==> src/design/asma_pkg.sv <==
// shared types, constants and microcode table of the adc sample moving average
package asma_pkg;

    // fixed field widths
    localparam int BYTE_W  = 8;
    localparam int CODE_W  = 12;
    localparam int SVOLT_W = 15;
    localparam int MEAN_W  = 23;

    // mean numerator is total * 1280 (5 * 256), needs this many extra bits
    localparam int SCALE_W = 11;

    // divider iteration counter
    localparam int ITER_W  = $clog2(MEAN_W + 1);

    typedef struct packed {
        logic [BYTE_W-1:0] high_byte;
        logic [BYTE_W-1:0] low_byte;
    } t_in;

    typedef struct packed {
        logic [CODE_W-1:0]  sample_code;
        logic [SVOLT_W-1:0] sample_volts;
        logic [MEAN_W-1:0]  mean_volts;
        logic               window_full;
    } t_out;

    // microprogram step addresses
    localparam int STEP_W = 3;
    typedef logic [STEP_W-1:0] t_step;

    localparam t_step STEP_WAIT = 3'd0;
    localparam t_step STEP_SUB  = 3'd1;
    localparam t_step STEP_ADD  = 3'd2;
    localparam t_step STEP_LOAD = 3'd3;
    localparam t_step STEP_DIV  = 3'd4;
    localparam t_step STEP_EMIT = 3'd5;

    // jump conditions
    typedef enum logic [1:0] {
        COND_NEVER,
        COND_NO_INPUT,
        COND_DIV_BUSY,
        COND_OUT_BUSY
    } t_cond;

    // one control word
    typedef struct packed {
        logic  accept;
        logic  sub_old;
        logic  add_new;
        logic  div_load;
        logic  div_step;
        logic  emit;
        t_cond cond;
        t_step target;
        logic  wrap;
    } t_ctrl;

    // status back from the datapath
    typedef struct packed {
        logic in_valid;
        logic div_busy;
        logic out_busy;
    } t_status;

    localparam t_ctrl CTRL_NOP = '{
        accept: 1'b0, sub_old: 1'b0, add_new: 1'b0, div_load: 1'b0,
        div_step: 1'b0, emit: 1'b0, cond: COND_NEVER, target: STEP_WAIT,
        wrap: 1'b1
    };

    // microcode rom
    function automatic t_ctrl ucode(input t_step step);
        t_ctrl w;
        w = CTRL_NOP;
        case (step)
            STEP_WAIT: begin
                w.accept = 1'b1;
                w.cond   = COND_NO_INPUT;
                w.target = STEP_WAIT;
                w.wrap   = 1'b0;
            end
            STEP_SUB: begin
                w.sub_old = 1'b1;
                w.wrap    = 1'b0;
            end
            STEP_ADD: begin
                w.add_new = 1'b1;
                w.wrap    = 1'b0;
            end
            STEP_LOAD: begin
                w.div_load = 1'b1;
                w.wrap     = 1'b0;
            end
            STEP_DIV: begin
                w.div_step = 1'b1;
                w.cond     = COND_DIV_BUSY;
                w.target   = STEP_DIV;
                w.wrap     = 1'b0;
            end
            STEP_EMIT: begin
                w.emit   = 1'b1;
                w.cond   = COND_OUT_BUSY;
                w.target = STEP_EMIT;
                w.wrap   = 1'b1;
            end
            default: begin
                w = CTRL_NOP;
            end
        endcase
        return w;
    endfunction

endpackage

==> src/design/adc_sample_moving_average.sv <==
// top level of the adc sample moving average
// Moving average of 12-bit converter readings. Each input transfer carries the two
// data bytes of one reading; the code is the low nibble of high_byte over low_byte.
// The code goes into a ring of the last WINDOW samples (a small ram) and a running
// total is kept. Each input gives exactly one result: the code, the sample voltage
// 5*code in units of 1/4096 V, the mean over the held samples floor(5*256*total/count)
// in units of 1/1048576 V (count is the number of samples held, at most WINDOW, and
// includes this sample), and a flag set once WINDOW samples have been stored.
// Control is a six-step microprogram: accept, subtract the oldest code, add the new
// code and write the ring, load the divider, 23 restoring divide steps, emit. The
// divider forms one quotient bit per cycle. A new reading is taken only once the
// sequencer has left the emit step and is back in its wait step. The result sits in an
// output register, so the next input transfer is taken while it waits; the
// sequencer holds in its emit step only if the previous result has not been taken.
// The ring contents need no clearing after reset: only slots already written are read.
module adc_sample_moving_average #(
    parameter int WINDOW = 20
) (
    input  logic           i_clk,
    input  logic           i_rst_n,
    input  logic           i_in_valid,
    output logic           o_in_ready,
    input  asma_pkg::t_in  i_in_data,
    output logic           o_out_valid,
    input  logic           i_out_ready,
    output asma_pkg::t_out o_out_data
);

    // control word of the current step and status fed back for jumps
    asma_pkg::t_ctrl   ctrl;
    asma_pkg::t_status status;

    asma_seq u_seq (
        .i_clk    (i_clk),
        .i_rst_n  (i_rst_n),
        .i_status (status),
        .o_ctrl   (ctrl)
    );

    // ring, total, count and divider all live in the datapath
    asma_dp #(
        .WINDOW (WINDOW)
    ) u_dp (
        .i_clk       (i_clk),
        .i_rst_n     (i_rst_n),
        .i_ctrl      (ctrl),
        .i_in_valid  (i_in_valid),
        .i_in_data   (i_in_data),
        .i_out_ready (i_out_ready),
        .o_status    (status),
        .o_out_valid (o_out_valid),
        .o_out_data  (o_out_data)
    );

    // input transfer only in the wait step of the microprogram
    assign o_in_ready = ctrl.accept;

endmodule

==> src/design/asma_ram.sv <==
// generic single write port ram with registered read
module asma_ram #(
    parameter int WIDTH = 12,
    parameter int DEPTH = 20,
    localparam int ADDR_W = (DEPTH > 1) ? $clog2(DEPTH) : 1
) (
    input  logic              i_clk,
    input  logic              i_we,
    input  logic [ADDR_W-1:0] i_waddr,
    input  logic [WIDTH-1:0]  i_wdata,
    input  logic [ADDR_W-1:0] i_raddr,
    output logic [WIDTH-1:0]  o_rdata
);

    logic [WIDTH-1:0] r_mem [DEPTH];
    logic [WIDTH-1:0] r_rdata;

    always_ff @(posedge i_clk) begin
        if (i_we) begin
            r_mem[i_waddr] <= i_wdata;
        end
        r_rdata <= r_mem[i_raddr];
    end

    assign o_rdata = r_rdata;

endmodule

==> src/design/asma_seq.sv <==
// microcode sequencer: step counter, control rom and conditional jumps
module asma_seq (
    input  logic             i_clk,
    input  logic             i_rst_n,
    input  asma_pkg::t_status i_status,
    output asma_pkg::t_ctrl  o_ctrl
);

    asma_pkg::t_step r_step;
    asma_pkg::t_step n_step;
    asma_pkg::t_ctrl ctrl;
    logic            cond_true;

    assign ctrl = asma_pkg::ucode(r_step);

    always_comb begin
        case (ctrl.cond)
            asma_pkg::COND_NEVER:    cond_true = 1'b0;
            asma_pkg::COND_NO_INPUT: cond_true = !i_status.in_valid;
            asma_pkg::COND_DIV_BUSY: cond_true = i_status.div_busy;
            asma_pkg::COND_OUT_BUSY: cond_true = i_status.out_busy;
            default:                 cond_true = 1'b0;
        endcase
    end

    always_comb begin
        if (cond_true) begin
            n_step = ctrl.target;
        end else if (ctrl.wrap) begin
            n_step = asma_pkg::STEP_WAIT;
        end else begin
            n_step = r_step + asma_pkg::t_step'(1);
        end
    end

    always_ff @(posedge i_clk) begin
        if (!i_rst_n) begin
            r_step <= asma_pkg::STEP_WAIT;
        end else begin
            r_step <= n_step;
        end
    end

    assign o_ctrl = ctrl;

endmodule

==> src/design/asma_dp.sv <==
// datapath: sample ring, running total, count, restoring divider, output register
module asma_dp #(
    parameter int WINDOW = 20,
    localparam int SLOT_W  = (WINDOW > 1) ? $clog2(WINDOW) : 1,
    localparam int CNT_W   = $clog2(WINDOW + 1),
    localparam int TOTAL_W = asma_pkg::CODE_W + CNT_W,
    localparam int NUM_W   = TOTAL_W + asma_pkg::SCALE_W
) (
    input  logic              i_clk,
    input  logic              i_rst_n,
    input  asma_pkg::t_ctrl   i_ctrl,
    input  logic              i_in_valid,
    input  asma_pkg::t_in     i_in_data,
    input  logic              i_out_ready,
    output asma_pkg::t_status o_status,
    output logic              o_out_valid,
    output asma_pkg::t_out    o_out_data
);

    localparam int QW = asma_pkg::MEAN_W;

    logic [asma_pkg::CODE_W-1:0] r_code;
    logic [SLOT_W-1:0]           r_slot;
    logic                        r_full;
    logic [CNT_W-1:0]            r_count;
    logic [TOTAL_W-1:0]          r_total;
    logic [CNT_W-1:0]            r_rem;
    logic [QW-1:0]               r_quo;
    logic [CNT_W-1:0]            r_div;
    logic [asma_pkg::ITER_W-1:0] r_iter;
    asma_pkg::t_out              r_out;
    logic                        r_out_valid;

    logic [asma_pkg::CODE_W-1:0] old_code;
    logic                        accept_go;
    logic                        emit_go;
    logic                        out_busy;
    logic [NUM_W-1:0]            num;
    logic [CNT_W:0]              shifted;
    logic [CNT_W:0]              diff;
    logic                        fits;

    assign out_busy  = r_out_valid && !i_out_ready;
    assign accept_go = i_ctrl.accept && i_in_valid;
    assign emit_go   = i_ctrl.emit && !out_busy;

    asma_ram #(
        .WIDTH (asma_pkg::CODE_W),
        .DEPTH (WINDOW)
    ) u_ring (
        .i_clk   (i_clk),
        .i_we    (i_ctrl.add_new),
        .i_waddr (r_slot),
        .i_wdata (r_code),
        .i_raddr (r_slot),
        .o_rdata (old_code)
    );

    // total * 1280 as two shifted copies
    assign num = NUM_W'({r_total, 10'b0}) + NUM_W'({r_total, 8'b0});

    // one restoring division step
    assign shifted = {r_rem, r_quo[QW-1]};
    assign diff    = shifted - {1'b0, r_div};
    assign fits    = shifted >= {1'b0, r_div};

    always_ff @(posedge i_clk) begin
        if (!i_rst_n) begin
            r_slot      <= '0;
            r_full      <= 1'b0;
            r_count     <= '0;
            r_total     <= '0;
            r_out_valid <= 1'b0;
        end else begin
            if (i_ctrl.sub_old && r_full) begin
                r_total <= r_total - TOTAL_W'(old_code);
            end
            if (i_ctrl.add_new) begin
                r_total <= r_total + TOTAL_W'(r_code);
                if (r_slot == SLOT_W'(WINDOW - 1)) begin
                    r_slot <= '0;
                    r_full <= 1'b1;
                end else begin
                    r_slot <= r_slot + SLOT_W'(1);
                end
                if (r_count != CNT_W'(WINDOW)) begin
                    r_count <= r_count + CNT_W'(1);
                end
            end
            if (emit_go) begin
                r_out_valid <= 1'b1;
            end else if (i_out_ready) begin
                r_out_valid <= 1'b0;
            end
        end
    end

    always_ff @(posedge i_clk) begin
        if (accept_go) begin
            r_code <= {i_in_data.high_byte[3:0], i_in_data.low_byte};
        end
        if (i_ctrl.div_load) begin
            r_rem  <= num[NUM_W-1:QW];
            r_quo  <= num[QW-1:0];
            r_div  <= r_count;
            r_iter <= asma_pkg::ITER_W'(QW);
        end
        if (i_ctrl.div_step) begin
            r_rem  <= fits ? diff[CNT_W-1:0] : shifted[CNT_W-1:0];
            r_quo  <= {r_quo[QW-2:0], fits};
            r_iter <= r_iter - asma_pkg::ITER_W'(1);
        end
        if (emit_go) begin
            r_out.sample_code  <= r_code;
            r_out.sample_volts <= {1'b0, r_code, 2'b0} + asma_pkg::SVOLT_W'(r_code);
            r_out.mean_volts   <= r_quo;
            r_out.window_full  <= r_full;
        end
    end

    assign o_status.in_valid = i_in_valid;
    assign o_status.div_busy = (r_iter != asma_pkg::ITER_W'(1));
    assign o_status.out_busy = out_busy;

    assign o_out_valid = r_out_valid;
    assign o_out_data  = r_out;

endmodule

==> config.mk <==
export PLATFORM = sky130hd
export DESIGN_NAME = adc_sample_moving_average
export DESIGN_NICKNAME = d
export VERILOG_FILES = /design/src/design/asma_pkg.sv /design/src/design/adc_sample_moving_average.sv /design/src/design/asma_ram.sv /design/src/design/asma_seq.sv /design/src/design/asma_dp.sv
export SDC_FILE = /design/constraint.sdc
export NUM_CORES = 1
export LEC_CHECK = 0
export ABC_AREA = 1
export ABC_CLOCK_PERIOD_IN_PS = 3800
export BUFFER_PORTS_ARGS = -buffer_cell sky130_fd_sc_hd__buf_2
export CORE_MARGIN = 1
export CORE_UTILIZATION = 25
export CTS_CLUSTER_SIZE = 10
export DETAILED_ROUTE_END_ITERATION = 8
export SETUP_SLACK_MARGIN = 0.1
export SYNTH_ARGS = -nofsm -noshare
export SYNTH_HDL_FRONTEND = slang
export SYNTH_HIERARCHICAL = 1
export SYNTH_SLANG_ARGS = --single-unit
==> constraint.sdc <==
create_clock -name i_clk -period 3.8 [get_ports i_clk]
set_clock_uncertainty 0.2 [all_clocks]
set_input_delay 0 -clock i_clk [delete_from_list [all_inputs] [get_ports i_clk]]
set_output_delay 0 -clock i_clk [all_outputs]
set_load 0.01 [all_outputs]
# Yosys cells after proc, flatten, opt, wreduce, memory -nomap -nowiden
# Memories as Yosys holds them, arrays and structs flattened. A register that Yosys moved wholly into a read port is not among the register bits.
# Index checks and enable logic that the tools add are counted.
[totals] register_bits=133 latch_bits=0 ramBits=240 romBits=0 input_bits=20 output_inout_bits=53 wordCells=76 mem_count=1
[classes] add_sub_neg=9 n_mul=0 n_div=0 magnitude_cmp=1 n_eq_ne=11 n_shift=0 n_mux=24 bitwise_logic=0 reduce_logical=15
[memory_table] name="u_dp.u_ring.r_mem" words=20 word_bits=12 read_ports=1 rd_ports_with_merged_regs=1 wr=1 line_no="asma_ram.sv:15" rtl="logic [WIDTH-1:0] r_mem [DEPTH];"
[ops] operator="two-way mux 23 bit" n=2
[ops] operator="two-way mux 17 bit" n=2
[ops] operator="two-way mux 5 bit" n=6
[ops] operator="adder 27 x 25 -> 28 bit" n=1
[ops] operator="adder 17 x 12 -> 17 bit" n=1
[ops] operator="subtractor 17 x 12 -> 17 bit" n=1
[ops] operator="adder 14 x 12 -> 15 bit" n=1
[ops] operator="one-hot mux 5 bit (3 select lines)" n=1
[ops] operator="adder 5 x 1 -> 5 bit, second input constant" n=2
[ops] operator="two-way mux 1 bit" n=10
[ops] operator="equality test 3 x 2 -> 1 bit, second input constant" n=2
[ops] operator="equality test 3 bit, second input constant" n=2
[ops] operator="greater-or-equal comparator 6 x 5 -> 1 bit" n=1
[ops] operator="two-way mux 3 bit" n=2
[ops] operator="nonzero test 2 bit" n=3
[ops] operator="equality test 5 bit, second input constant" n=1
[ops] operator="inequality test 5 x 1 -> 1 bit, second input constant" n=1
[ops] operator="inequality test 5 bit, second input constant" n=1
[ops] operator="OR reduction 5 bit" n=1
[ops] operator="subtractor 5 x 1 -> 5 bit, second input constant" n=1
[ops] operator="subtractor 5 bit" n=1
[ops] operator="equality test 2 bit, second input constant" n=2
[ops] operator="logical AND 1 bit" n=4
[ops] operator="one-hot mux 1 bit (4 select lines)" n=1
[ops] operator="other kinds (7)" n=10

# Logic depth before layout (Yosys ltp)
[logic_depth] ltp_word=5 mapped_depth=22 depth_no_buf=22

# By module
# The synthesis kept the hierarchy.
[modules_own_cells] module="asma_ram" instances=1 cells_each=831 area_each_um2=9932.0 seq_area_each_um2=7447.1
[modules_own_cells] module="asma_dp" instances=1 cells_each=878 area_each_um2=7490.9 seq_area_each_um2=3553.4
[modules_own_cells] module="asma_seq" instances=1 cells_each=47 area_each_um2=316.6 seq_area_each_um2=60.1

# Least setup slack after synthesis
# No wires, ideal clock.
[synth_path] kind="register -> register" start="register u_seq.r_step[1]" end="register u_dp.r_out, in the netlist u_dp/o_out_data[0] (enable)" setup_ns=0.457 arrival_ns=2.882 setup_slack_ns=0.261 stages_incl_launch_ff=8 path_buffers=1 synth_period_minus_slack_ns=3.539 cell_sequence="dfxtp_1 > inv_1 > ha_1 > nand2_2 > clkinv_2 > buf_4 > inv_1 > nor2_1"
[synth_lines] element="start: declaration" line_no="asma_seq.sv:9" rtl="asma_pkg::t_step r_step;"
[synth_lines] element="start signal: assignment" line_no="asma_seq.sv:38" rtl="r_step <= asma_pkg::STEP_WAIT;"
[synth_lines] element="start signal: assignment" line_no="asma_seq.sv:40" rtl="r_step <= n_step;"
[synth_lines] element="end: declaration" line_no="asma_dp.sv:31" rtl="asma_pkg::t_out r_out;"

==> flow_metrics.py <==
metrics = {
    "critical_path": {
        "worst-path-buf-inv": 4,
        "path_cells": "inv_1 > ha_1 > nand2_2 > inv_1 > buf_4 > o21ai_0 > ha_1 > fa_1 > nand2_1 > nand2_1 > nand3_1 > nand2_1 > nand3_1 > nand2_1 > nand2_1 > nand3_1 > nand2_1 > inv_1",
        "r2r_slack_ps": 810,
        "cp.depth": 18,
        "crit_required_ps": 4050,
        "cpMostUsedCell": "nand2_1",
        "worstPathArrival_ps": 3250,
        "cp_max_fo": 25,
        "r2r_end": "u_dp/r_total[14]",
        "max_stage_delay_ps": 410,
        "crit_slowest_cell": "fa_1",
        "critPathKind": "reg -> reg",
        "timing.rr.start": "u_seq/r_step[0]",
        "cpLargestDelayFamily": "simple AND/OR/NAND/NOR gates",
        "r2r_cells": 18,
        "cp-end-kind": "register",
        "worstSetupStartpointType": "register",
    },
    "finish": {
        "layout_common_cells": "nand2_1, edfxtp_1, nand3_1",
        "layout.nets": 1951,
        "drive_gt1_share_pct": 10.5,
        "final_common_cell": "nand2_1",
        "diodes": 0,
        "area.growth.synth_to_final_pct": 17.4,
    },
    "clocking": {
        "clock_latency_ps": 570,
        "cts.htree.levels": 2,
        "root_buffer": "clkbuf_16",
        "tritoncts": "built",
        "cts_buffers": 45,
        "cts.sinks": 383,
        "cts.clk_slew.worst_paths_ps": 60,
        "cts_setup_buffers": 0,
        "cts_resized": 0,
        "cts_buffer_depth": 3,
    },
    "die": {
        "io_pins": 73,
        "placementRows": 97,
        "die_h_um": 268,
        "initial_core_util_pct": 25.3,
        "core_region_area_mm2": 0.0700,
        "die-width_um": 268,
        "dieArea_mm2": 0.0719,
    },
    "hold_path": {
        "worstHoldEndpoint": "u_seq/r_step[1]",
        "min_path_cells": 5,
        "hold_path_class": "in -> reg",
        "hp-start": "i_in_valid",
    },
    "routing": {
        "dr.pass1.iters": 5,
        "drc_errors": 0,
        "via_count": 12498,
        "ant_nets": 0,
        "drt_iter0_markers": 796,
        "avgViaCountPerCell": 4.42,
        "drt_wl_total_mm": 42.4,
        "avgRoutedWirePerCell_um": 15.0,
    },
    "place": {
        "io_buffers": 68,
        "place_congestion": 0.875,
        "place_hpwl_mm": 27.3,
    },
    "timing": {
        "rsz0062_at_grt": "false",
        "tns_ps": 0,
        "maxClockFrequency_ghz": 0.334,
        "worstMarginPinSlew_ps": 1010,
        "period_needed_ps": 2990,
        "slew-limit-headroom_pct": 32.9,
        "finalCritPeriodShare_pct": 78.8,
        "whs_ps": 224,
        "drv_slew": 0,
        "hold_viol": 0,
        "setup_viol": 0,
    },
    "power_and_ir_drop": {
        "p_per_area_mw_per_mm2": 541,
        "leakage_nw": 8.37,
        "peakVddDrop_mv": 0.291,
    },
    "synthesis": {
        "synthCells": 1750,
        "syn_nets": 1831,
        "post_synth.cell_area_avg_um2": 10.1,
        "yosysWarnings": 6,
        "netlist_area_mm2": 0.0177,
    },
    "global_route": {
        "grt.met3_usage_pct": 2.34,
        "gr-usage-met1_pct": 15.3,
        "grt-ovfl-total": 0,
        "antenna_found_initial": 0,
        "grt_pass1_vias": 12066,
        "use_met2_pct": 19.9,
        "grt_start_max_net_pins": 72,
        "grt_util_all_layers_pct": 11.7,
        "busiest_layer": "met2",
        "grt_pass1_wl_mm": 66.2,
    },
    "run": {
        "cap_violations": 0,
    },
    "run_status": {
        "run_status": "complete, no violations",
    },
}
-- metal layers --
metal  up-vias  wire length [um]
met2       271             20400
met3        67              2220
li1       6161                 -
met5         -                 0
met4         0               718
met1      5999             19000
-- area by class of cell --
| cell class | instances | area (um2) |
|---|---|---|
| clock inverter | 7 | 77.6 |
| fill | 7185 | 49200 |
| inverter | 154 | 579 |
| timing repair buffer | 140 | 953 |
| clock buffer | 58 | 1200 |
| multi-input combinational | 1146 | 5740 |
| tap | 940 | 1180 |
| sequential | 383 | 11100 |
-- worst reg2reg max path, stage by stage (launching register included) --
cell and delay, ps:
dfxtp_1 330, inv_1 110, ha_1 170, nand2_2 60, inv_1 120, buf_4 300
o21ai_0 150, ha_1 230, fa_1 410, nand2_1 80, nand2_1 80, nand3_1 80
nand2_1 120, nand3_1 120, nand2_1 60, nand2_1 70, nand3_1 70, nand2_1 90
inv_1 30
-- worst max path at each step --
stage                         start                 end  slack, ps
floorplan           u_seq/r_step[1]  u_dp/o_out_data[0]        280
global placement    u_seq/r_step[0]    u_dp/r_total[16]        880
detailed placement  u_seq/r_step[0]    u_dp/r_total[14]        850
CTS                 u_seq/r_step[0]    u_dp/r_total[14]        830
global route        u_seq/r_step[0]    u_dp/r_total[14]        570
finish              u_seq/r_step[0]    u_dp/r_total[14]        810
-- registers in the layout, indices dropped and copies added (netlist names) --
name                 count
u_dp/u_ring/r_mem      240
u_dp/r_iter              5
u_dp/u_ring/o_rdata     12
u_dp/o_out_data         49
u_dp/r_full              1
u_dp/r_code             12
u_dp/r_rem               5
u_dp/r_quo              23
u_seq/r_step             3
u_dp/r_div               5
u_dp/r_count             5
u_dp/r_slot              5
u_dp/o_out_valid         1
u_dp/r_total            17
-- through the flow --
step	util (%)	power, mW	worst slack, ps	instance area [um2]	instances
4_1_cts	29.7	11.4	829	20800	2828
2_1_floorplan	-	6.78	281	17700	1750
6_report	29.7	11.3	807	20800	2828
5_1_grt	29.7	11.9	566	20800	2828
3_5_place_dp	27.4	7.46	854	19200	2734
3_3_place_gp	27.4	7.41	883	19200	2734
-- power by group --
group          total (mW)  switching [mW]  internal [mW]  leakage [nW]
sequential           5.10           0.218           4.88          3.42
clock                3.85            1.64           2.21         0.618
combinational        2.30            1.53          0.768          4.34
total                11.3            3.39           7.86          8.37
-- timing repair --
action	in CTS	in global routing
hold endpoints to repair	44	0
setup endpoints to repair	0	0
hold buffers	29	0
(Power assumes the default switching activity.)
